===== src/rtl/core/button_debounce_long_press_core_defines.svh =====
// Assertion macros used by the merging stage of the debouncer.
`ifndef BUTTON_DEBOUNCE_LONG_PRESS_CORE_DEFINES_SVH
`define BUTTON_DEBOUNCE_LONG_PRESS_CORE_DEFINES_SVH

// The consequent must hold in the same cycle as the antecedent.
`define BDLP_ASSERT_SAME(label, ante, cons, msg) \
  label: assert property (@(posedge clk) disable iff (rst) (ante) |-> (cons)) \
    else $error(msg);

// The consequent must hold in the cycle after the antecedent.
`define BDLP_ASSERT_NEXT(label, ante, cons, msg) \
  label: assert property (@(posedge clk) disable iff (rst) (ante) |=> (cons)) \
    else $error(msg);

`endif


===== src/rtl/core/bdlp_pkg.sv =====
// Shared types, constants and codes of the button debouncer.
package bdlp_pkg;

  localparam int DEF_BUTTONS = 5;
  localparam int TOUCH_W     = 5;
  localparam int TIME_W      = 48;
  localparam int MS_W        = 16;
  localparam int IDX_W       = 3;
  localparam int KIND_W      = 2;
  localparam int CNT_W       = 4;
  localparam int DIFF_W      = 26;
  localparam int CFG_IDX_W   = 1;
  localparam int CFG_W       = 16;
  localparam int RECIP_W     = 24;
  localparam int PROD_W      = 47;
  localparam int RECIP_SHIFT = 30;

  // Event kinds.
  localparam logic [KIND_W-1:0] KIND_PRESS   = 2'd0;
  localparam logic [KIND_W-1:0] KIND_RELEASE = 2'd1;
  localparam logic [KIND_W-1:0] KIND_LONG    = 2'd2;

  // Configuration register indexes.
  localparam logic [CFG_IDX_W-1:0] CFG_LONG_HOLD = 1'b0;
  localparam logic [CFG_IDX_W-1:0] CFG_DEBOUNCE  = 1'b1;

  localparam logic [MS_W-1:0]   DEF_LONG_MS   = 16'd1500;
  localparam logic [CNT_W-1:0]  DEF_DEBOUNCE  = 4'd2;
  localparam logic [CNT_W-1:0]  CNT_MAX       = 4'd15;
  localparam logic [9:0]        US_PER_MS     = 10'd1000;
  localparam logic [DIFF_W-1:0] DEF_LONG_US   = 26'd1500000;
  localparam logic [MS_W-1:0]   MS_SAT        = 16'hFFFF;
  // Smallest elapsed time whose millisecond count no longer fits 16 bits.
  localparam logic [TIME_W-1:0] SAT_US        = 48'd65536000;
  // ceil(2^30 / 125): exact quotient by 125 for operands below 2^23.
  localparam logic [RECIP_W-1:0] RECIP_125    = 24'd8589935;

  typedef struct packed {
    logic [TOUCH_W-1:0] touched_levels;
    logic [TIME_W-1:0]  time_us;
  } in_item_t;

  typedef struct packed {
    logic              has_event;
    logic [IDX_W-1:0]  button_index;
    logic [KIND_W-1:0] event_kind;
    logic [MS_W-1:0]   held_time_ms;
    logic [TOUCH_W-1:0] held_buttons;
    logic              last_of_tick;
  } out_item_t;

  // Pipeline steering sent from the top level to every lane.
  typedef struct packed {
    logic in_fire;
    logic s1_adv;
  } lane_ctrl_t;

  // What one lane found for one tick, after the millisecond conversion.
  typedef struct packed {
    logic              ev;
    logic [KIND_W-1:0] kind;
    logic [MS_W-1:0]   ms;
    logic              held;
  } lane_ev_t;

endpackage


===== src/rtl/core/bdlp_merge.sv =====
// Merging stage: collects the lane events of one tick and sends them out in button order.
`include "button_debounce_long_press_core_defines.svh"

module bdlp_merge #(
  parameter int BUTTONS = bdlp_pkg::DEF_BUTTONS
) (
  input  logic                              clk,
  input  logic                              rst,
  input  logic                              load_valid,
  output logic                              load_ready,
  input  bdlp_pkg::lane_ev_t [BUTTONS-1:0]  lanes,
  output logic                              out_valid,
  input  logic                              out_ready,
  output bdlp_pkg::out_item_t               out_data
);

  logic                              mb_valid;
  logic [BUTTONS-1:0]                pend;
  logic [bdlp_pkg::KIND_W-1:0]       kind [BUTTONS];
  logic [bdlp_pkg::MS_W-1:0]         ms   [BUTTONS];
  logic [bdlp_pkg::TOUCH_W-1:0]      mask, mask_next;
  logic [BUTTONS-1:0]                lanes_ev, low;
  logic                              last, load, out_xfer;
  logic [bdlp_pkg::IDX_W-1:0]        sel_idx;
  logic [bdlp_pkg::KIND_W-1:0]       sel_kind;
  logic [bdlp_pkg::MS_W-1:0]         sel_ms;

  // Event flags and held mask gathered from the lanes.
  always_comb begin
    mask_next = '0;
    for (int i = 0; i < BUTTONS; i++) begin
      lanes_ev[i] = lanes[i].ev;
      if (i < bdlp_pkg::TOUCH_W) begin
        mask_next[i] = lanes[i].held;
      end
    end
  end

  // Lowest pending button goes out first.
  always_comb begin
    low      = pend & (~pend + BUTTONS'(1));
    last     = ((pend & (pend - BUTTONS'(1))) == '0);
    sel_idx  = '0;
    sel_kind = bdlp_pkg::KIND_PRESS;
    sel_ms   = '0;
    for (int i = BUTTONS - 1; i >= 0; i--) begin
      if (pend[i]) begin
        sel_idx  = bdlp_pkg::IDX_W'(i);
        sel_kind = kind[i];
        sel_ms   = ms[i];
      end
    end
  end

  assign out_valid  = mb_valid;
  assign out_xfer   = mb_valid && out_ready;
  assign load_ready = !mb_valid || (out_ready && last);
  assign load       = load_valid && load_ready;

  always_comb begin
    out_data.has_event    = |pend;
    out_data.button_index = sel_idx;
    out_data.event_kind   = sel_kind;
    out_data.held_time_ms = sel_ms;
    out_data.held_buttons = mask;
    out_data.last_of_tick = last;
  end

  // Buffer control: a tick stays until its final result is transferred.
  always_ff @(posedge clk) begin
    if (rst) begin
      mb_valid <= 1'b0;
      pend     <= '0;
    end else if (load) begin
      mb_valid <= 1'b1;
      pend     <= lanes_ev;
    end else if (out_xfer) begin
      if (last) begin
        mb_valid <= 1'b0;
      end
      pend <= pend & ~low;
    end
  end

  // Event payload of the buffered tick.
  always_ff @(posedge clk) begin
    if (load) begin
      mask <= mask_next;
      for (int i = 0; i < BUTTONS; i++) begin
        kind[i] <= lanes[i].kind;
        ms[i]   <= lanes[i].ms;
      end
    end
  end

  `BDLP_ASSERT_SAME(a_mid_has_event, out_valid && !out_data.last_of_tick, out_data.has_event, "result before the last of a tick carries no event")
  `BDLP_ASSERT_NEXT(a_mid_keeps_tick, out_xfer && !last, out_valid && $stable(mask), "tick dropped or mask changed before its last result")
  `BDLP_ASSERT_SAME(a_index_range, out_valid && out_data.has_event, 32'(out_data.button_index) < BUTTONS, "event names a button that does not exist")
  `BDLP_ASSERT_SAME(a_one_pick, out_valid && out_data.has_event, $onehot(low), "more than one event selected")

endmodule


===== config.mk =====
export PLATFORM = sky130hd
export DESIGN_NAME = bdlp_merge
export DESIGN_NICKNAME = d
export VERILOG_FILES = /design/src/rtl/core/bdlp_pkg.sv /design/src/rtl/core/bdlp_merge.sv
export VERILOG_INCLUDE_DIRS = /design/src /design/src/rtl/core
export SDC_FILE = /design/constraint.sdc
export NUM_CORES = 1
export LEC_CHECK = 0
export ABC_AREA = 0
export BUFFER_PORTS_ARGS = -buffer_cell sky130_fd_sc_hd__buf_4
export CAP_MARGIN = 5
export CORE_MARGIN = 3
export CORE_UTILIZATION = 50
export DETAILED_ROUTE_END_ITERATION = 16
export GPL_ROUTABILITY_DRIVEN = 0
export PLACE_DENSITY_LB_ADDON = 0.08
export RECOVER_POWER = 25
export SLEW_MARGIN = 20
export SYNTH_ARGS = -nofsm -noshare
export SYNTH_HDL_FRONTEND = slang
export SYNTH_SLANG_ARGS = --single-unit

===== constraint.sdc =====
create_clock -name clk -period 4.7 [get_ports clk]
set_clock_uncertainty 0.2 [all_clocks]
set_input_delay 0.235 -clock clk [delete_from_list [all_inputs] [get_ports clk]]
set_output_delay 0.235 -clock clk [all_outputs]
set_load 0.1 [all_outputs]

==> impl_metrics.py, run 1 <==
metrics = {
    "yosys": {
        "syn-num-nets": 377,
        "synth_top_area_share_pct": 72.1,
        "synthCells": 273,
        "ys_types": 35,
        "avgSynthCellArea_sq_um": 14.5,
        "yosys.area.top_type": "edfxtp_1",
        "postSynth.asyncResetShare_pct": 0,
        "ys_top_cells_by_area": "edfxtp_1, a221oi_1, nand2_1",
        "ys_seq_area_share_pct": 75.1,
        "synth_edf_count": 95,
        "yosys_register_bits": 101,
        "yosysWarnings": 0,
        "ys.flop_type": "edfxtp_1",
        "netlist_area_sq_mm": 0.00396,
    },
    "clocking": {
        "post_cts_buffers": 0,
        "cts_made_buffers": 9,
        "ctsHoldBuffers": 102,
        "cts-resized-gates": 0,
        "clockBufferDepth": 2,
        "clock-root-buffer": "clkbuf_8",
        "cts_sinks": 101,
        "h-tree-depth": 3,
    },
    "die": {
        "die_y_um": 95.0,
        "initial_core_util_pct": 53.2,
        "die_w_um": 95.0,
        "io-pin-count": 134,
        "rows": 31,
    },
    "outcome": {
        "stop_error": "[ERROR RSZ-0060] Max buffer count reached.",
        "status": "did not finish",
        "haltStage": "4_1_cts",
    },
    "placed_design": {
        "portBuffers": 133,
        "postPlaceCellArea_sq_mm": 0.00505,
        "dpl.hpwl_um": 5800,
    },
}
-- synth_stat cells (2+ instances only) --
master and n:
o31a_1 18, a21oi_1 2, inv_1 3, clkbuf_1 14, nor2_1 22, nand2_1 42, edfxtp_1 95, a211oi_1 2
o211ai_1 2, buf_1 2, o21ai_1 9, dfxtp_1 6, buf_2 3, nand3_1 2, a221oi_1 18, mux2i_1 4
o21ai_0 11
-- through the flow --
stage,cells,setup slack [ns]
2_1_floorplan,273,0.939
3_3_place_gp,488,1.72
3_5_place_dp,488,1.61
-- logic make-up after synthesis --
| group | share of synthesized area [%] |
|---|---|
| flops | 75.1 |
| mux | 1.01 |
| compound gates | 13.5 |
| buf+inv | 2.75 |
| simple gates | 7.62 |
==> run 2, diff against run 1 <==
CORE_UTILIZATION = 40   (was 50)
PLACE_DENSITY_LB_ADDON = 0.15   (was 0.08)
==> run 2 against run 1 <==
  * The run now ends clean
  * Synthesized area is the same
  * Synthesized cell count did not move
==> impl_metrics.py, run 2 <==
metrics = {
    "outcome": {
        "status": "complete, no violations",
    },
    "yosys": {
        "yosysWarnings": 0,
        "ys_top_cells_by_area": "edfxtp_1, a221oi_1, nand2_1",
        "synth.most_common_cell": "edfxtp_1",
        "synth_top_area_share_pct": 72.1,
        "netlist_area_sq_mm": 0.00396,
        "ys_seq_area_share_pct": 75.1,
        "synthTopCellsByCount": "edfxtp_1, nand2_1, nor2_1, a221oi_1, o31a_1",
        "ys_types": 35,
        "synthCells": 273,
        "yosys.area.top_type": "edfxtp_1",
        "yosys_register_bits": 101,
        "postSynth.asyncResetShare_pct": 0,
        "syn-num-nets": 377,
        "avgSynthCellArea_sq_um": 14.5,
        "ys.flop_type": "edfxtp_1",
        "synth_edf_count": 95,
    },
    "critical_path": {
        "arrival_ns": 2.86,
        "cp-start-kind": "flip-flop",
        "cp-end-kind": "output port",
        "critPathMaxStageDelay_ns": 0.83,
        "crit_slowest_cell": "nor2b_2",
        "path_class": "flip-flop to output port",
        "path_cells": "nor2b_2 > a221oi_1 > o31a_1 > o21ai_0 > buf_4",
        "path_max_fanout": 26,
        "reg2reg_slack_ns": 1.94,
        "cp.required_ns": 4.26,
    },
    "clocking": {
        "cts_tree": "done",
        "cts_sinks": 101,
        "post_cts_buffers": 0,
        "cts_made_buffers": 9,
        "clk_pin_slew_ns": 0.09,
        "h-tree-depth": 3,
        "clock-root-buffer": "clkbuf_8",
        "clockBufferDepth": 2,
        "cts-resized-gates": 0,
        "clk_latency_ns": 0.35,
    },
    "timing": {
        "rsz0062_at_grt": "no",
        "setup_tns_ns": 0,
        "worst_pin_slew_ns": 0.992,
        "maxSlewHeadroom_pct": 33.8,
        "fmax_mhz": 304,
        "finalSetupViolations": 0,
        "drv_slew": 0,
        "layout_min_cycle_time_ns": 3.29,
        "hold_viol": 0,
        "finalCritPeriodShare_pct": 70.1,
    },
    "drt": {
        "drc_errors": 0,
        "first_pass_iters": 4,
        "vias_per_cell": 4.82,
        "antenna_left": 0,
        "wl_per_cell_um": 15.9,
        "wirelength_um": 10100,
        "vias": 3063,
        "drt_iter0_drc": 103,
    },
    "global_route": {
        "grt-ovfl-total": 0,
        "track_usage_pct": 18.6,
        "grt_pass1_vias": 3330,
        "grt_max_degree": 57,
        "antenna_found_initial": 0,
        "grt_pass1_wl_um": 16200,
    },
    "placed_design": {
        "dpl.hpwl_um": 5760,
        "portBuffers": 133,
    },
    "finish": {
        "multiInputGateArea_sq_um": 880,
        "reg.largest.list": "ms (80), kind (10)",
        "drive_gt1_share_pct": 31.2,
        "layout_commonest_cell": "dlygate4sd3_1",
        "mostFrequentLayoutCells": "dlygate4sd3_1, edfxtp_1, buf_4",
        "largest_reg_flops": 80,
        "seq_area_sq_mm": 0.00298,
        "fin_util_pct": 66.6,
        "final_nets": 606,
        "top_register": "ms",
        "fillCellCount": 687,
        "area_growth_pct": 58.5,
        "diodes": 0,
    },
    "die": {
        "die_w_um": 105,
        "core_region_area_sq_mm": 0.00942,
        "die_y_um": 105,
        "rows": 35,
        "io-pin-count": 134,
        "design.die.area_sq_mm": 0.0111,
        "initial_core_util_pct": 42.0,
    },
    "run": {
        "drv_cap": 0,
    },
    "pwr": {
        "vdd_drop_max_v": 0.000241,
        "power.density_mw_per_mm2": 351,
        "leakagePower_nw": 2.41,
        "power_w": 0.00220,
    },
    "worst_hold_path": {
        "hp-class": "input pin to flip-flop",
    },
}
[run 2: timing repair]
item | 4_1_cts | 5_1_grt
endpoints found under the hold margin | 100 | 0
hold buffers | 103 | 0
endpoints found under the setup margin | 0 | 0
[run 2: final timing paths]
| path | from | to | depth (start not counted) |
|---|---|---|---|
| max | pend[3]$_SDFFE_PP0P_ | out_data[22] | 5 |
| min | lanes[99] | pend[4]$_SDFFE_PP0P_ | 3 |
| max reg2reg | pend[3]$_SDFFE_PP0P_ | ms[0][34]$_DFFE_PP_ | 4 |
| min reg2reg | pend[4]$_SDFFE_PP0P_ | pend[4]$_SDFFE_PP0P_ | 2 |
[run 2: where the power goes]
| part | leakage [nW] | internal (W) | total (W) | switching, W |
|---|---|---|---|---|
| registers | 0.967 | 0.00105 | 0.00109 | 0.0000401 |
| clock network | 0.0970 | 0.000209 | 0.000526 | 0.000317 |
| logic | 1.34 | 0.000201 | 0.000581 | 0.000380 |
[run 2: final cells by class]
type	instances	share of cell area (%)
sequential	101	47.4
timing repair buffer	239	32.7
multi-input combinational	147	14.0
tap	129	2.57
clock buffer	10	2.03
clock inverter	6	0.997
inverter	4	0.239
[run 2: kinds of logic (layout without fill, tap and decap cells)]
logic type / count (synthesis) / count (layout) / share of synthesized area (%)
compound gates: 70 / 70 / 13.5
buf+inv: 25 / 259 / 2.75
flops: 101 / 101 / 75.1
mux: 4 / 4 / 1.01
simple gates: 73 / 73 / 7.62
[run 2: critical path, delay by kind of cell (launching register included)]
| kind | cells | cell delay, ns |
|---|---|---|
| AOI/OAI and AO/OA | 3 | 0.68 |
| buffers and inverters | 1 | 0.34 |
| DFF | 1 | 0.65 |
| and+or+nand+nor | 1 | 0.83 |
[run 2: stage by stage]
step	hold WS, ns	cell area, sq um	std cells	setup slack, ns
finish	0.0921	6270	636	1.41
global route	0.0841	6270	636	1.15
CTS	0.0722	6270	636	1.40
detailed placement	0.214	5050	517	1.81
global placement	0.213	5050	517	1.85
floorplan	0.107	3960	273	0.939
[run 2: metal layers]
metal,wire length [um],GRT usage [%]
met4,145,5.62
met3,557,4.78
met2,5380,33.6
met1,4010,21.7
met5,0,0
Power figures use the tool's default switching activity.
