[config.mk]
export PLATFORM = sky130hd
export DESIGN_NAME = bdlp_lane
export DESIGN_NICKNAME = d
export VERILOG_FILES = /design/src/rtl/core/button_debounce_long_press_core_defines.svh /design/src/rtl/core/bdlp_pkg.sv /design/src/rtl/core/bdlp_lane.sv
export SDC_FILE = /design/constraint.sdc
export NUM_CORES = 1
export LEC_CHECK = 0
export BUFFER_PORTS_ARGS = -buffer_cell sky130_fd_sc_hd__buf_4
export CORE_UTILIZATION = 55
export DETAILED_ROUTE_END_ITERATION = 16
export HOLD_SLACK_MARGIN = 0.1
export PLACE_DENSITY = 0.74
export SLEW_MARGIN = 25
export SYNTH_ARGS = -nofsm -noshare
export SYNTH_HDL_FRONTEND = slang
export SYNTH_SLANG_ARGS = --single-unit
[constraint.sdc]
create_clock -name clk -period 7.7 [get_ports clk]
set_input_delay 1.54 -clock clk [delete_from_list [all_inputs] [get_ports clk]]
set_output_delay 1.54 -clock clk [all_outputs]
set_load 0.02 [all_outputs]
[src/rtl/core/button_debounce_long_press_core_defines.svh]
// Assertion macros used by the merging stage of the debouncer.
`ifndef BUTTON_DEBOUNCE_LONG_PRESS_CORE_DEFINES_SVH
`define BUTTON_DEBOUNCE_LONG_PRESS_CORE_DEFINES_SVH

// The consequent must hold in the same cycle as the antecedent.
`define BDLP_ASSERT_SAME(label, ante, cons, msg) \
  label: assert property (@(posedge clk) disable iff (rst) (ante) |-> (cons)) \
    else $error(msg);

// The consequent must hold in the cycle after the antecedent.
`define BDLP_ASSERT_NEXT(label, ante, cons, msg) \
  label: assert property (@(posedge clk) disable iff (rst) (ante) |=> (cons)) \
    else $error(msg);

`endif

[src/rtl/core/bdlp_pkg.sv]
// Shared types, constants and codes of the button debouncer.
package bdlp_pkg;

  localparam int DEF_BUTTONS = 5;
  localparam int TOUCH_W     = 5;
  localparam int TIME_W      = 48;
  localparam int MS_W        = 16;
  localparam int IDX_W       = 3;
  localparam int KIND_W      = 2;
  localparam int CNT_W       = 4;
  localparam int DIFF_W      = 26;
  localparam int CFG_IDX_W   = 1;
  localparam int CFG_W       = 16;
  localparam int RECIP_W     = 24;
  localparam int PROD_W      = 47;
  localparam int RECIP_SHIFT = 30;

  // Event kinds.
  localparam logic [KIND_W-1:0] KIND_PRESS   = 2'd0;
  localparam logic [KIND_W-1:0] KIND_RELEASE = 2'd1;
  localparam logic [KIND_W-1:0] KIND_LONG    = 2'd2;

  // Configuration register indexes.
  localparam logic [CFG_IDX_W-1:0] CFG_LONG_HOLD = 1'b0;
  localparam logic [CFG_IDX_W-1:0] CFG_DEBOUNCE  = 1'b1;

  localparam logic [MS_W-1:0]   DEF_LONG_MS   = 16'd1500;
  localparam logic [CNT_W-1:0]  DEF_DEBOUNCE  = 4'd2;
  localparam logic [CNT_W-1:0]  CNT_MAX       = 4'd15;
  localparam logic [9:0]        US_PER_MS     = 10'd1000;
  localparam logic [DIFF_W-1:0] DEF_LONG_US   = 26'd1500000;
  localparam logic [MS_W-1:0]   MS_SAT        = 16'hFFFF;
  // Smallest elapsed time whose millisecond count no longer fits 16 bits.
  localparam logic [TIME_W-1:0] SAT_US        = 48'd65536000;
  // ceil(2^30 / 125): exact quotient by 125 for operands below 2^23.
  localparam logic [RECIP_W-1:0] RECIP_125    = 24'd8589935;

  typedef struct packed {
    logic [TOUCH_W-1:0] touched_levels;
    logic [TIME_W-1:0]  time_us;
  } in_item_t;

  typedef struct packed {
    logic              has_event;
    logic [IDX_W-1:0]  button_index;
    logic [KIND_W-1:0] event_kind;
    logic [MS_W-1:0]   held_time_ms;
    logic [TOUCH_W-1:0] held_buttons;
    logic              last_of_tick;
  } out_item_t;

  // Pipeline steering sent from the top level to every lane.
  typedef struct packed {
    logic in_fire;
    logic s1_adv;
  } lane_ctrl_t;

  // What one lane found for one tick, after the millisecond conversion.
  typedef struct packed {
    logic              ev;
    logic [KIND_W-1:0] kind;
    logic [MS_W-1:0]   ms;
    logic              held;
  } lane_ev_t;

endpackage

[src/rtl/core/bdlp_lane.sv]
// One button lane: debounce state, event detection and millisecond conversion.
module bdlp_lane (
  input  logic                          clk,
  input  logic                          rst,
  input  bdlp_pkg::lane_ctrl_t          ctrl,
  input  logic                          touched,
  input  logic [bdlp_pkg::TIME_W-1:0]   now,
  input  logic [bdlp_pkg::DIFF_W-1:0]   thresh_us,
  input  logic [bdlp_pkg::CNT_W-1:0]    debounce,
  output bdlp_pkg::lane_ev_t            ev
);

  logic                          settled, settled_next;
  logic                          pending, pending_next;
  logic [bdlp_pkg::CNT_W-1:0]    cnt, cnt_next, cnt_inc;
  logic [bdlp_pkg::TIME_W-1:0]   start, start_next;
  logic                          long_rep, long_next;
  logic                          raw;
  logic [bdlp_pkg::TIME_W-1:0]   diff;
  logic                          ev_hit, ev_press;
  logic [bdlp_pkg::KIND_W-1:0]   ev_kind;

  logic                          s1_ev, s1_sat, s1_held;
  logic [bdlp_pkg::KIND_W-1:0]   s1_kind;
  logic [bdlp_pkg::DIFF_W-1:0]   s1_diff;
  logic [bdlp_pkg::PROD_W-1:0]   prod;
  logic [bdlp_pkg::MS_W-1:0]     ms_conv;

  // Debounce step and event detection for the sample of this tick.
  always_comb begin
    raw          = ~touched;
    cnt_inc      = (cnt == bdlp_pkg::CNT_MAX) ? bdlp_pkg::CNT_MAX : cnt + 4'd1;
    diff         = now - start;
    settled_next = settled;
    pending_next = pending;
    cnt_next     = cnt;
    start_next   = start;
    long_next    = long_rep;
    ev_hit       = 1'b0;
    ev_press     = 1'b0;
    ev_kind      = bdlp_pkg::KIND_PRESS;
    if (raw == settled) begin
      cnt_next = '0;
    end else if (raw == pending) begin
      if (cnt_inc >= debounce) begin
        settled_next = raw;
        cnt_next     = '0;
        ev_hit       = 1'b1;
        if (!raw) begin
          start_next = now;
          long_next  = 1'b0;
          ev_press   = 1'b1;
          ev_kind    = bdlp_pkg::KIND_PRESS;
        end else begin
          ev_kind = bdlp_pkg::KIND_RELEASE;
        end
      end else begin
        cnt_next = cnt_inc;
      end
    end else begin
      pending_next = raw;
      cnt_next     = 4'd1;
    end
    // A press on this tick has zero held time, so it cannot also be long.
    if (!settled_next && !long_next && !ev_press &&
        (diff >= bdlp_pkg::TIME_W'(thresh_us))) begin
      long_next = 1'b1;
      ev_hit    = 1'b1;
      ev_kind   = bdlp_pkg::KIND_LONG;
    end
  end

  // Button state, updated on every input transfer.
  always_ff @(posedge clk) begin
    if (rst) begin
      settled  <= 1'b1;
      pending  <= 1'b0;
      cnt      <= '0;
      long_rep <= 1'b0;
    end else if (ctrl.in_fire) begin
      settled  <= settled_next;
      pending  <= pending_next;
      cnt      <= cnt_next;
      long_rep <= long_next;
    end
  end

  always_ff @(posedge clk) begin
    if (ctrl.in_fire) begin
      start <= start_next;
    end
  end

  // First stage: the event and its raw elapsed time.
  always_ff @(posedge clk) begin
    if (ctrl.in_fire) begin
      s1_ev   <= ev_hit;
      s1_kind <= ev_kind;
      s1_held <= ~settled_next;
      s1_sat  <= !ev_press && (diff >= bdlp_pkg::SAT_US);
      s1_diff <= ev_press ? '0 : diff[bdlp_pkg::DIFF_W-1:0];
    end
  end

  // Divide by 1000 as a shift by three and a reciprocal multiply by 1/125.
  always_comb begin
    prod    = bdlp_pkg::PROD_W'(s1_diff[bdlp_pkg::DIFF_W-1:3]) *
              bdlp_pkg::PROD_W'(bdlp_pkg::RECIP_125);
    ms_conv = s1_sat ? bdlp_pkg::MS_SAT : prod[bdlp_pkg::RECIP_SHIFT +: bdlp_pkg::MS_W];
  end

  // Second stage: the event with its held time in milliseconds.
  always_ff @(posedge clk) begin
    if (ctrl.s1_adv) begin
      ev.ev   <= s1_ev;
      ev.kind <= s1_kind;
      ev.ms   <= ms_conv;
      ev.held <= s1_held;
    end
  end

endmodule

==> out/summary.txt, run 1 <==
Syn Area/Cell: 9.43 um^2
Clock Skew: 11.2 ps
Worst-path clk slew: 70 ps
Setup violations, final: 0
Worst EP arrival: 7390 ps
Tmin final: 7310 ps
Warnings from Yosys: 0
Total core area: 27800 um^2
Pre-Repair DR Iteration Count: 5
GRT Util Overall: 0.264
Cell with the most instances after synthesis: inv_1
Clock Latency Late Sink: 360 ps
Number of placed I/O pins: 103
Ys flop type: edfxtp_1
Reg2reg start: s1_diff[25]
NumNets Final: 2301
Cts hold-fix bufs: 0
Die height: 170 um
P&R area growth vs syn: 9.85%
Kind of critical path: register to register
Worst min path class: register to register
Synth top cells by count: 399 x inv_1, 316 x ha_1, 156 x fa_1
Post-Synth XOR/XNOR Area: 0.0231
Finished Cell Area: 17100 um^2
Post-Synth Adder-Cell Area: 0.455
Routed wl met2: 18100 um
Synth area leaders: ha_1 25%, fa_1 20%, edfxtp_1 19%
GPL Wtd Cong: 0.938
Start point of the worst hold path: s1_kind[1]
Worst Tran Pin Value: 867 ps
Vias per cell: 5.46
Via count: 11600
CP Capture Type: register
Mapped cell area: 15600 um^2
Main combinational cell family by area after synthesis: adder cells
Final Cycle Share: 0.949
Sequential area share after synthesis: 0.194
Dpl hpwl: 31700 um
Initial Util: 0.560
Met3 WL: 1310 um
Layout cells sized above 1: 0.0880
CTS tree: yes
Slew Limit Headroom: 0.422
Port Buffer Count: 102
Yosys top cell area share: 0.254
Starting DRC count in detailed routing: 558
Fmax: 137 MHz
Final Hold Viols: 0
Syn nets: 2205
Final WL: 36600 um
GR Overflow Total: 0
Root Driver: clkbuf_16
Max clock buf depth: 2
Max layer used: met4
CTS Buf Count: 9
Max-slew violations: 0
Max cap viols: 0
Vias in the first global route: 11900
N_diodes: 0
Mux share of post-synthesis cell area: 0.00394
CP Max Fanout: 8
Post-synth EDFFs: 96
Simple-Gate Fraction of Synth Area: 0.0974
Setup TNS: 0 ps
Synth cell types: 69
DRC violation count after routing: 0
Horiz. Die Dim: 170 um
Placed cell count: 2110
Site row count: 61
Initial antenna violation count: 0
Non-Filler Instances: 2128
CP startpoint kind: register
Status: completed
Ys async rst share: 0
Pin count of the biggest net entering global routing: 49
Area after DPL: 16800 um^2
Clk sinks: 103
Die footprint: 29000 um^2
WL/cell: 17.2 um
H-tree depth: 3
Largest area contributor in the synthesized netlist: ha_1
First-pass GRT wire length: 59000 um
DRT antenna net count: 0
Synthesized instance count: 1650
Met1 WL: 16000 um
WP data required: 7780 ps
Synthesized flop and latch total: 103
Worst Setup SP: s1_diff[25]
Synth Area in Compound Gates: 0.123
## final timing paths
kind | endpoint | slack, ps | depth (start not counted)
worst max register to register | ev[15] | 390 | 23
worst max-delay path | ev[15] | 390 | 23
worst min-delay path | ev[18] | 430 | 0
worst min register to register | ev[18] | 430 | 0
## logic make-up (layout without fill, tap and decap cells)
logic type | after synthesis | count (layout)
AOI/OAI and AO/OA | 291 | 291
xor gates and xnor gates | 41 | 41
adders and majority gates | 472 | 472
buffers and inverters | 427 | 527
DFF | 103 | 103
muxes | 6 | 6
and+or+nand+nor | 310 | 310
## worst max-delay path: stages, from the launching register on
cell and delay, ps:
edfxtp_1 570, ha_1 410, inv_1 90, fa_1 540, inv_1 50, fa_1 500
fa_1 550, fa_1 550, inv_1 50, fa_1 530, inv_1 60, fa_1 530
inv_1 40, ha_1 340, nand3_1 170, o22ai_1 120, nand3_1 90, nand4b_1 180
o31ai_2 350, a21oi_1 200, a221oi_2 450, o21ai_0 260, a211oi_1 310, o31ai_1 90
## metrics by stage
step	util	setup WS, ps	hold slack (ps)
floorplan	-	988	400
global placement	0.603	504	405
detailed placement	0.603	362	418
CTS	0.614	349	435
global route	0.615	-13.3	439
finish	0.615	391	433
## area by class of cell
cell class	instances	area, um^2
Timing Repair Buffer	113	848
Sequential cell	103	3020
Fill cell	2442	10700
Tap cell	378	473
Inverter	399	1500
Multi-Input combinational cell	1120	10900
Clock buffer	10	229
Clock inverter	5	81.3
## per-layer routing
metal	vias to the layer above	track usage
li1	5705	-
met1	5624	0.333
met4	0	0.0893
met3	54	0.0291
met5	-	0
met2	232	0.469
## placed cells by master (no fill, tap or decap), types with 23 or more instances in the layout
master / count
a21oi_1: 89
nand2_1: 88
ha_1: 316
xnor2_1: 25
inv_1: 399
o21ai_0: 46
edfxtp_1: 96
nand3_1: 26
fa_1: 156
nor3_1: 23
a21o_1: 43
buf_4: 113
nor2_1: 73
## sequential cells by signal, indices dropped and copies added, names as in the netlist
register and flops:
s1_sat 1, settled 1, ev 20, long_rep 1, start 48, s1_kind 2
s1_ev 1, pending 1, s1_held 1, cnt 4, s1_diff 23
## what timing repair did
item                                    in CTS  in global routing
endpoints found under the setup margin       0                  5
setup buffers                                0                  3
gates resized for setup                      0                  1
Power of run 1 is not shown: default switching activity piles up to over one toggle a cycle in this logic, so the estimate is an artifact.
==> run 2: changes to the inputs <==
--- a/config.mk
+++ b/config.mk
@@ -9,7 +9,7 @@
 export CORE_UTILIZATION = 55
 export DETAILED_ROUTE_END_ITERATION = 16
 export HOLD_SLACK_MARGIN = 0.1
-export PLACE_DENSITY = 0.74
+export PLACE_DENSITY = 0.77
 export SLEW_MARGIN = 25
 export SYNTH_ARGS = -nofsm -noshare
 export SYNTH_HDL_FRONTEND = slang
==> constraint.sdc (replaced) <==
create_clock -name clk -period 6.5 [get_ports clk]
set_input_delay 1.3 -clock clk [delete_from_list [all_inputs] [get_ports clk]]
set_output_delay 1.3 -clock clk [all_outputs]
set_load 0.02 [all_outputs]
==> out/summary.txt, run 2 (synthesis gave the netlist of run 1 again) <==
Status: finished with violations
Failing checks: negative setup slack
GR Overflow Total: 0 (unchanged)
DRT antenna net count: 0 (unchanged)
Root Driver: clkbuf_16
Total core area: 27800 um^2 (unchanged)
Worst-path clk slew: 80 ps (about the same)
Placement Setup Slack: -402 ps (-765 ps)
NumNets Final: 2383 (+3.6%)
Max clock buf depth: 2 (unchanged)
Starting DRC count in detailed routing: 614 (+10%)
CTS tree: yes
Clock Latency Late Sink: 370 ps (about the same)
Worst path cell trace: fa_2 -> inv_2 -> fa_2 -> inv_1 -> fa_2 -> fa_2 -> fa_1 -> inv_2 -> fa_1 -> inv_1 -> fa_2 -> ha_4 -> nand3_4 -> o22ai_1 -> nand3_1 -> nand4b_1 -> o31ai_4 -> a21oi_2 -> a221oi_2 -> buf_4 -> nor3_2 -> or4_1 -> nand3_1
Tmin final: 6700 ps (-609 ps)
Setup violations, final: 9 (+9)
Max FFs per register: 48 (unchanged)
Clk sinks: 103 (unchanged)
Fillers: 2253 (-7.7%)
Port Buffer Count: 102 (unchanged)
Cts hold-fix bufs: 0 (unchanged)
Vias per cell: 5.45 (about the same)
RSZ-0062 raised after global routing: true
Reg2reg setup slack: -200 ps (-590 ps)
Commonest non-fill, non-tap cell in the layout: inv_1
Max cap viols: 0 (unchanged)
CP peak stage delay: 630 ps (+60 ps)
Biggest regs: start x48, s1_diff x23, ev x20
Final WL: 38100 um (+4.4%)
Die footprint: 29000 um^2 (unchanged)
Pre-Repair DR Iteration Count: 5 (unchanged)
Initial antenna violation count: 0 (unchanged)
Dpl hpwl: 32800 um (+3.6%)
N_diodes: 0 (unchanged)
DRC violation count after routing: 0 (unchanged)
Initial Util: 0.560 (unchanged)
First-pass GRT wire length: 61700 um (+4.7%)
Finished Cell Area: 17900 um^2 (+4.9%)
Clock Skew: 10.1 ps (-1.09 ps)
WP data required: 6730 ps (-1050 ps)
Reg2reg end: ev[16]
Worst Tran Pin Value: 878 ps (+11.0 ps)
Reg2reg start: s1_diff[23]
Worst min path class: register to register
Layout cells sized above 1: 0.156 (+0.0680)
CP Max Fanout: 4 (-4)
Max-slew violations: 0 (unchanged)
GPL Wtd Cong: 1.01 (+7.7%)
Largest Register: start
R2R cell count: 23 (unchanged)
Final Hold Viols: 0 (unchanged)
Final Cycle Share: 1.03 (+0.0816)
Hold Path Stages: 0 (unchanged)
H-tree depth: 3 (unchanged)
Start point of the worst hold path: s1_ev
Number of placed I/O pins: 103 (unchanged)
Site row count: 61 (unchanged)
Final WS setup: -200 ps (-591 ps)
Kind of critical path: register to register
Most common cell on crit path: fa_2
Fmax: 149 MHz (+9.1%)
GRT Util Overall: 0.275 (+0.0113)
Most frequent cells in the layout: 387 x inv_1, 306 x ha_1, 193 x buf_4
Via count: 12100 (+3.8%)
CP max-delay cell: fa_2
Horiz. Die Dim: 170 um (unchanged)
WL/cell: 17.3 um (+0.44%)
Pin count of the biggest net entering global routing: 49 (unchanged)
Die height: 170 um (unchanged)
Area after DPL: 17400 um^2 (+4.0%)
CTS Buf Count: 9 (unchanged)
CP startpoint kind: register
Slew Limit Headroom: 0.415 (-0.00737)
Vias in the first global route: 12600 (+5.3%)
CP Capture Type: register
Worst EP arrival: 6930 ps (-460 ps)
P&R area growth vs syn: 15.3%
Hold Path Sink: ev[19]
## run 2: changes by cell type in the layout (fill, tap and decap cells not counted), moves of 9 or more
cell   delta
fa_2     +13
buf_4    +80
fa_1     -13
ha_4      +9
inv_1    -12
inv_2    +12
ha_1     -10
## run 2: layer usage
metal / GRT usage / up-vias / wire length (um)
li1: - / 5865 / -
met1: 0.344 / 5831 / 16200
met2: 0.491 / 296 / 19200
met3: 0.0260 / 67 / 1420
met4: 0.105 / 0 / 1310
met5: 0 / - / 0
## run 2: worst max-delay path by stage
stage	cells past startpoint	end	slack, ps	from
CTS	23	ev[16]	-130	s1_diff[23]
detailed placement	26	ev[16]	-400	s1_diff[11]
floorplan	22	ev[16]	3	s1_diff[24]
finish	23	ev[16]	-200	s1_diff[23]
global route	23	ev[16]	-420	s1_diff[23]
global placement	25	ev[16]	-260	s1_diff[11]
## run 2: repair_timing
| action | in CTS | in global routing |
|---|---|---|
| resized for setup | 33 | 10 |
| setup endpoints to repair | 9 | 11 |
| setup buffers | 3 | 0 |
| pin swaps | 31 | 11 |
## run 2: stage by stage
| step | hold WS (ps) | cells | TNS, ps | utilization |
|---|---|---|---|---|
| after floorplan | 400 | 1650 | 0 | - |
| after detailed placement | 407 | 2192 | -2450 | 0.628 |
| after global placement | 403 | 2192 | -1040 | 0.628 |
| after global routing | 430 | 2211 | -3010 | 0.646 |
| final | 424 | 2211 | -810 | 0.646 |
| after CTS | 426 | 2211 | -243 | 0.645 |
## run 2: area by class of cell
cell class	instances	area, um^2	share of cell area
tap	378	473	0.0264
inverter	399	1500	0.0835
multi-input combinational	1120	11200	0.623
clock buffer	10	250	0.0139
sequential	103	3020	0.168
clock inverter	6	57.6	0.00321
timing repair buffer	195	1470	0.0820
## run 2: critical path: cells and delay by family, from the launching register on
kind | cells | cell delay, ps
fa+ha+maj | 8 | 3890
compound gates | 4 | 780
flops | 1 | 430
buf+inv | 5 | 380
simple gates | 6 | 1070
Power of run 2 is left out for the same reason.
==> run 3: changes to the inputs <==
==> constraint.sdc (replaced) <==
create_clock -name clk -period 6.5 [get_ports clk]
set_input_delay 0.975 -clock clk [delete_from_list [all_inputs] [get_ports clk]]
set_output_delay 0.975 -clock clk [all_outputs]
set_load 0.02 [all_outputs]
==> out/summary.txt, run 3 (synthesis gave the netlist of run 1 again) <==
Pre-Repair DR Iteration Count: 5 (unchanged)
Pin count of the biggest net entering global routing: 49 (unchanged)
H-tree depth: 3 (unchanged)
Setup violations, final: 9 (unchanged)
Max cap viols: 0 (unchanged)
Vias in the first global route: 12600 (+0.56%)
First-pass GRT wire length: 61400 um (-0.54%)
Layout cells sized above 1: 0.163 (+0.00729)
Commonest non-fill, non-tap cell in the layout: inv_1
Area after DPL: 17400 um^2 (unchanged)
Dpl hpwl: 32400 um (-1.4%)
Status: finished with violations
CP startpoint kind: register
Clock Latency Late Sink: 370 ps (about the same)
Final WL: 38000 um (-0.35%)
Fillers: 2223 (-1.3%)
Clock Skew: 19.0 ps (+8.89 ps)
Initial Util: 0.560 (unchanged)
DRT antenna net count: 0 (unchanged)
Most frequent cells in the layout: 387 x inv_1, 306 x ha_1, 199 x buf_4
Final WS setup: -149 ps (+51.4 ps)
Biggest regs: start x48, s1_diff x23, ev x20
Hold Path Stages: 0 (unchanged)
Slew Limit Headroom: 0.410 (-0.00500)
Area of the multi-input gates: 11200 um^2 (+0.71%)
Fmax: 150 MHz (+0.77%)
CTS Buf Count: 9 (unchanged)
Vias per cell: 5.42 (-0.58%)
Port Buffer Count: 102 (unchanged)
GR Overflow Total: 0 (unchanged)
CP Max Fanout: 3 (-1)
Final Cycle Share: 1.02 (-0.00790)
GPL Wtd Cong: 1.01 (+0.19%)
Initial antenna violation count: 0 (unchanged)
Via count: 12000 (-0.13%)
Worst Tran Pin Value: 885 ps (+7.51 ps)
Horiz. Die Dim: 170 um (unchanged)
Die footprint: 29000 um^2 (unchanged)
Site row count: 61 (unchanged)
GRT Util Overall: 0.275 (-0.000697)
Largest Register: start
WL/cell: 17.1 um (-0.80%)
Total core area: 27800 um^2 (unchanged)
Cts hold-fix bufs: 0 (unchanged)
Kind of critical path: register to register
CP Capture Type: register
Max clock buf depth: 2 (unchanged)
Max FFs per register: 48 (unchanged)
Worst-path clk slew: 80 ps (about the same)
Max-slew violations: 0 (unchanged)
Clk sinks: 103 (unchanged)
Worst min path class: register to register
Tmin final: 6650 ps (-51.4 ps)
R2R cell count: 22 (-4.3%)
Number of placed I/O pins: 103 (unchanged)
WP data required: 6740 ps (about the same)
DRC violation count after routing: 0 (unchanged)
Finished Cell Area: 18100 um^2 (+0.85%)
FF+latch area: 3020 um^2 (unchanged)
Die height: 170 um (unchanged)
N_diodes: 0 (unchanged)
RSZ-0062 raised after global routing: true
Worst EP arrival: 6890 ps (-40 ps)
Final Hold Viols: 0 (unchanged)
Failing checks: negative setup slack
Root Driver: clkbuf_16
Starting DRC count in detailed routing: 620 (+0.98%)
NumNets Final: 2393 (+0.42%)
P&R area growth vs syn: 16.3%
CTS tree: yes
run 3: cell types whose count changed in the layout (fill, tap and decap cells not counted), moves of 2 or more:
cell      before  now
buf_6          2    6
inv_6          3    0
fa_1         143  146
o21ai_1       11    9
xnor2_2        0    3
buf_4        193  199
xnor2_1       25   22
o21ai_2        0    2
clkinv_2       0    3
fa_2          13   10
run 3: per-stage QoR:
step,util,instances,setup TNS (ps),hold slack [ps],setup slack (ps)
after floorplan,-,1650,0,400,3.24
after global placement,0.628,2192,-1040,403,-262
after detailed placement,0.628,2192,-2200,406,-381
after CTS,0.648,2220,-115,422,-52.6
after global routing,0.651,2221,-2670,428,-354
final,0.651,2221,-820,423,-149
run 3: what timing repair did:
| action | in CTS | in global routing |
|---|---|---|
| buffers inserted | 13 | 3 |
| pin swaps | 37 | 10 |
| resized for setup | 41 | 17 |
| gates cloned | 0 | 0 |
| setup endpoints to repair | 9 | 12 |
run 3: area by class of cell:
type | instances | area share
clock inverter | 6 | 0.00228
sequential | 103 | 0.167
multi-input combinational | 1120 | 0.622
clock buffer | 10 | 0.0138
inverter | 399 | 0.0828
tap | 378 | 0.0261
timing repair buffer | 205 | 0.0863
run 3: final timing paths:
| check | slack, ps | from | to |
|---|---|---|---|
| hold / removal | 420 | s1_kind[0] | ev[17] |
| setup reg to reg | -150 | s1_diff[25] | ev[16] |
| setup / recovery | -150 | s1_diff[25] | ev[16] |
| hold reg to reg | 420 | s1_kind[0] | ev[17] |
run 3: worst max-delay path: stages, from the launching register on:
cell,delay (ps)
edfxtp_1,480
fa_2,600
inv_2,50
fa_2,530
inv_2,40
fa_2,530
fa_2,440
fa_1,510
inv_2,40
fa_1,440
fa_1,540
inv_2,50
ha_4,230
a21oi_2,160
o22ai_1,100
nand3_1,100
nand4b_1,200
o31ai_4,310
a21oi_2,130
a221oi_4,340
nor3_2,90
or4_1,540
nand3_1,80
run 3: per-layer routing:
layer | GRT usage | up-vias | part of all wire
li1 | - | 5891 | -
met1 | 0.335 | 5760 | 0.42
met2 | 0.482 | 296 | 0.50
met3 | 0.0423 | 96 | 0.045
met4 | 0.116 | 0 | 0.040
met5 | 0 | - | 0
Power of run 3 is left out for the same reason.
